$ cat config.mk
export PLATFORM = sky130hd
export DESIGN_NAME = wma3_div
export DESIGN_NICKNAME = d
export VERILOG_FILES = /design/src/hdl/wma3_pkg.sv /design/src/hdl/wma3_div.sv
export SDC_FILE = /design/constraint.sdc
export NUM_CORES = 1
export LEC_CHECK = 0
export BUFFER_PORTS_ARGS = -buffer_cell sky130_fd_sc_hd__buf_2
export CORE_AREA = 2 2 170 172
export DETAILED_ROUTE_END_ITERATION = 6
export DIE_AREA = 0 0 172 174
export MAX_ROUTING_LAYER = met4
export PLACE_DENSITY_LB_ADDON = 0.05
export SLEW_MARGIN = 20
export SYNTH_ARGS = -nofsm -noshare
export SYNTH_HDL_FRONTEND = slang
export SYNTH_SLANG_ARGS = --single-unit
$ cat constraint.sdc
create_clock -name aclk -period 9.35 [get_ports aclk]
set_clock_uncertainty 0.2 [all_clocks]
set_input_delay 0 -clock aclk [delete_from_list [all_inputs] [get_ports aclk]]
set_output_delay 0 -clock aclk [all_outputs]
set_load 0.05 [all_outputs]
$ cat src/hdl/wma3_pkg.sv
// Shared types and constants for the three-axis weighted moving average.
// No dependencies; imported by every module of the block.
`default_nettype none

package wma3_pkg;

    localparam int SAMPLE_W   = 16;
    localparam int QUOT_W     = 16;
    localparam int AXES       = 3;
    localparam int WINDOW_DEF = 32;

    // Defaults for the quotient unit at the default window
    localparam int TOTAL_DEF  = WINDOW_DEF * (WINDOW_DEF + 1) / 2;
    localparam int ACC_W_DEF  = $clog2(TOTAL_DEF + 1) + QUOT_W + 1;

    typedef struct packed {
        logic signed [SAMPLE_W-1:0] x_in;
        logic signed [SAMPLE_W-1:0] y_in;
        logic signed [SAMPLE_W-1:0] z_in;
    } in_item_t;

    typedef struct packed {
        logic signed [QUOT_W-1:0] x_avg;
        logic signed [QUOT_W-1:0] y_avg;
        logic signed [QUOT_W-1:0] z_avg;
    } out_item_t;

    typedef enum logic [1:0] {
        ST_IDLE,
        ST_ACCUM,
        ST_DIVIDE,
        ST_OUTPUT
    } wma3_state_t;

endpackage

`default_nettype wire

$ cat src/hdl/wma3_div.sv
// Signed divide of the weighted sum by the constant total weight, done as a
// reciprocal multiply: magnitude and sign are registered, then the high bits of
// the product. Depends on wma3_pkg. Quotient truncates toward zero.
`default_nettype none

module wma3_div
    import wma3_pkg::*;
#(
    parameter int TOTAL = TOTAL_DEF,
    parameter int ACC_W = ACC_W_DEF
) (
    input  logic                    aclk,
    input  logic                    aresetn,
    input  logic                    start,
    input  logic signed [ACC_W-1:0] dividend,
    output logic                    done,
    output logic [QUOT_W-1:0]       quot
);

    localparam int MAG_W  = ACC_W - 1;
    localparam int RCP_W  = MAG_W + 2;
    localparam int PROD_W = MAG_W + RCP_W;
    localparam int SH     = MAG_W + $clog2(TOTAL);
    // ceil(2^SH / TOTAL): exact floor quotient for every magnitude below 2^MAG_W
    localparam logic [63:0] RCP_FULL =
        ((64'd1 << SH) + 64'(TOTAL) - 64'd1) / 64'(TOTAL);
    localparam logic [RCP_W-1:0] RCP = RCP_FULL[RCP_W-1:0];

    logic              start_d_reg;
    logic              done_reg;
    logic [MAG_W-1:0]  mag_reg;
    logic              neg_reg;
    logic [QUOT_W-1:0] q_reg;

    logic [ACC_W-1:0]  neg_dividend;
    logic [ACC_W-1:0]  mag;
    logic [PROD_W-1:0] prod;

    assign neg_dividend = ~dividend + 1'b1;
    assign mag          = dividend[ACC_W-1] ? neg_dividend : dividend;
    assign prod         = {{RCP_W{1'b0}}, mag_reg} * {{MAG_W{1'b0}}, RCP};

    always_ff @(posedge aclk) begin
        if (!aresetn) begin
            start_d_reg <= 1'b0;
            done_reg    <= 1'b0;
        end else begin
            start_d_reg <= start;
            done_reg    <= start_d_reg;
        end
    end

    // stage 1: magnitude and sign; stage 2: multiply and take the high bits
    always_ff @(posedge aclk) begin
        if (start) begin
            mag_reg <= mag[MAG_W-1:0];
            neg_reg <= dividend[ACC_W-1];
        end
        if (start_d_reg) begin
            q_reg <= prod[SH +: QUOT_W];
        end
    end

    assign done = done_reg;
    assign quot = neg_reg ? (~q_reg + 1'b1) : q_reg;

endmodule

`default_nettype wire

[Yosys cells after proc, flatten, opt, wreduce, memory -nomap -nowiden]
Cells that the tools add are included.
Storage, ports and cells
  bits in registers: 45
  bits of input ports: 30
  output and inout port bits: 17
Cells by class
  $add $sub $neg: 2
  multiply operators: 1
  multiplexer cells: 2
  bitwise operators: 2
Operator list (count)
  $mul 26x27->52 const B: 1
  $add 26x1->26 const B: 1
  $mux 26: 1
  $not 26->26: 1
  $add 16x1->16 const B: 1
  $mux 16: 1
  $not 16->16: 1

[Longest topological paths before layout]
  depth after elaboration: 3
  gate-level depth with buffers: 22
  gate-level depth less buffers: 22

[Least setup slack after synthesis]
No wires, ideal clock.
  path kind: reg-to-reg
  from: register mag_reg[23]
  to: register q_reg[8] (data pin)
  library setup time: 263 ps
  arrival: 6256 ps
  path slack: 2631 ps
  stages on the path, launching flop included: 23
  cell sequence: edfxtp_1 fa_1 inv_1 fa_1 inv_1 fa_1 inv_1 fa_1 inv_1 fa_1 fa_1 inv_1 fa_1 inv_1 ha_1 nand4_2 nor4_2 nand2_1 a221o_1 a211o_1 nand2_2 a31oi_1 xnor2_1
On the way
  word-level cells in the longest chain between the ends: 1
Ends and longest elaborated chain
  from (decl): line wma3_div.sv:31  | logic [MAG_W-1:0] mag_reg;
  from (signal assigned): line wma3_div.sv:56  | mag_reg <= mag[MAG_W-1:0];
  $mul 26x27->52: line wma3_div.sv:41  | assign prod = {{RCP_W{1'b0}}, mag_reg} * {{MAG_W{1'b0}}, RCP};
  named net prod[44]: line wma3_div.sv:37  | logic [PROD_W-1:0] prod;
  to (signal assigned): line wma3_div.sv:60  | q_reg <= prod[SH +: QUOT_W];
  to (decl): line wma3_div.sv:33  | logic [QUOT_W-1:0] q_reg;
The timed path passes the listed nets, and every way through them passes these cells.
A chain may end at the register's enable or synchronous reset.

[Worst setup path after layout]
  from: register mag_reg[23]
  to: register q_reg[15] (data pin)
Same word-level chain as after synthesis.

==> reports/qor.yml <==
cts_htree_levels: 2
cp_max_fo: 7
cap_violations: 0
grt_pass1_wl_um: 49100
io_pins: 47
synth_edf_count: 43
crit_required_ns: 9.22
viasPerCell: 4.90
worstMarginPinSlew_ns: 0.722
grt_antenna_before_repair: 0
dr.pass1.iters: 5
die_w_um: 172
hold_path.class: "in2reg"
wire_per_inst_um: 18.3
yosys_warnings: 0
clock_sinks: 45
diodes: 0
placed_area_um2: 12600
end_kind: "flip-flop"
drv_slew: 0
grt_usage_pct: 22.7
synth_cells: 1222
rows: 62
max-slew-margin-rel_pct: 51.8
insertion_delay_ns: 0.32
finalNetCount: 1765
clock_path_buffers: 2
routed_wl_um: 31100
largest_reg_flops: 26
hold_viol_final: 0
cts_inserted_buffers: 5
syn_avg_cell_area_um2: 9.79
grt_max_degree: 29
ys_async_sr_fraction_pct: 0
grt_pass1_vias: 8770
status: "complete, no violations"
routabilityCongestion: 0.837
dieHeight_um: 174
synthFlopType: "edfxtp_1"
cts_resized: 0
ys_ff_latch: 45
port_buffers: 46
drcViolationCount: 0
cts_tree: "done"
rsz0062_at_grt: "no"
synth_area_um2: 12000
fmax_ghz: 0.136
drt_iter0_drc: 374
cts_root_buffer: "clkbuf_16"
ys_seq_area_share_pct: 11.1
fin_setup_tns_ns: 0
min_period_ns: 7.33
dp_hpwl_um: 27900
drive_gt1_share_pct: 5.65
cts_setup_buffers: 0
start_util_pct: 42.4
placeableCoreArea_um2: 28200
num_vias: 8304
syn2layout_area_growth_pct: 10.3
min_period_over_period_pct: 78.4
r2r_slack_ns: 2.02
worst_setup_path_start_kind: "flip-flop"
synth.distinct_cells: 60
detail-route-antenna-nets: 0
fp.dieArea_um2: 29900
clk_pin_slew_ns: 0.09
grt_overflow_total: 0
design_area_um2: 13200
synth_nets: 1679
path_class: "reg2reg"
setup_viol: 0
cp.arrival_ns: 7.20
layer usage:
layer,global-route usage (%),part of all wire (%),up-vias
met5,-,0,-
met4,2.59,0.77,0
met3,2.48,2.6,16
met2,38.2,51,122
met1,30.6,46,4113
li1,-,-,4053
critical path, stage by stage (launching register included):
cell and delay, ns:
edfxtp_1 0.53, fa_1 0.60, inv_1 0.10, fa_1 0.61
inv_1 0.08, fa_1 0.53, inv_1 0.06, fa_1 0.51
inv_1 0.08, fa_1 0.53, fa_1 0.55, inv_1 0.06
fa_1 0.53, inv_1 0.04, ha_1 0.34, nand4_2 0.20
nor4_2 0.35, a31oi_1 0.12, nor3_1 0.22, a21oi_1 0.13
o21ai_1 0.38, a31oi_1 0.17, xnor2_1 0.15
worst paths after layout:
kind	startpoint	end	cells after the start
hold reg to reg	start_d_reg	q_reg[15]	0
setup reg to reg	mag_reg[23]	q_reg[15]	22
setup / recovery	mag_reg[23]	q_reg[15]	22
hold / removal	start	neg_reg	1
cell families (layout without fill, tap and decap cells):
group	count (synthesis)	after routing	synth area share, %
mux	1	1	0.0837
xor+xnor	58	58	4.25
buf+inv	374	461	11.8
compound gates	165	165	9.01
simple gates	152	152	6.44
flops	45	45	11.1
fa+ha+maj	427	427	57.3
layout by cell type (no fill, tap or decap), types with 10 or more instances in the layout:
master           n
inv_1          366
ha_1           225
fa_1           202
nand2_1         54
a21oi_1         48
xnor2_1         46
buf_2           46
edfxtp_1        43
dlygate4sd3_1   40
o21ai_0         35
nor2_1          28
a21o_1          23
xor2_1          12
o31ai_1         11
nand4_1         10
nand3_1         10
nor3_1          10
cell usage after synthesis, types with 2 or more instances:
| master | n | area share [%] |
|---|---|---|
| inv_1 | 366 | 11 |
| ha_1 | 225 | 24 |
| fa_1 | 202 | 34 |
| nand2_1 | 54 | 1.7 |
| a21oi_1 | 48 | 2.0 |
| xnor2_1 | 46 | 3.4 |
| edfxtp_1 | 43 | 11 |
| o21ai_0 | 35 | 1.5 |
| nor2_1 | 28 | 0.88 |
| a21o_1 | 23 | 1.4 |
| xor2_1 | 12 | 0.88 |
| o31ai_1 | 11 | 0.69 |
| nand3_1 | 10 | 0.42 |
| nand4_1 | 10 | 0.52 |
| nor3_1 | 10 | 0.42 |
| a211oi_1 | 6 | 0.38 |
| a31oi_1 | 6 | 0.31 |
| and2_1 | 6 | 0.31 |
| and3_1 | 6 | 0.31 |
| clkbuf_1 | 6 | 0.19 |
| o41ai_1 | 6 | 0.44 |
| nand2b_1 | 5 | 0.26 |
| o21a_1 | 4 | 0.25 |
| nor4_1 | 3 | 0.16 |
| nor4_2 | 3 | 0.31 |
| o211ai_1 | 3 | 0.19 |
| o22ai_1 | 3 | 0.16 |
| or4_1 | 3 | 0.19 |
| dfxtp_1 | 2 | 0.33 |
| nand4_2 | 2 | 0.21 |
| nor2b_1 | 2 | 0.10 |
| o21ai_1 | 2 | 0.084 |
| o221ai_1 | 2 | 0.15 |
| or2_2 | 2 | 0.10 |
| or3_1 | 2 | 0.10 |
metrics by stage:
stage / utilization [%] / worst slack, ns / hold slack [ns] / std cells
final: 46.7 / 2.02 / 0.0566 / 1693
after global routing: 46.7 / 1.52 / 0.0990 / 1693
after CTS: 46.7 / 2.00 / 0.0753 / 1693
after detailed placement: 44.8 / 2.03 / 0.00862 / 1645
after global placement: 44.8 / 2.13 / 0.0133 / 1645
after floorplan: - / 2.63 / -0.101 / 1222
layout make-up:
class / instances / area [um2]
timing repair buffer: 86 / 631
fill: 2825 / 15000
clock buffer: 5 / 125
multi-input combinational: 803 / 9230
tap: 384 / 480
clock inverter: 3 / 26.3
sequential: 45 / 1330
inverter: 367 / 1380
repair_timing:
| item | 4_1_cts | 5_1_grt |
|---|---|---|
| endpoints found under the setup margin | 0 | 0 |
| hold buffers | 40 | 0 |
| endpoints found under the hold margin | 29 | 0 |
Power is not shown: default switching activity piles up to over one toggle a cycle in this logic, so the estimate is an artifact.
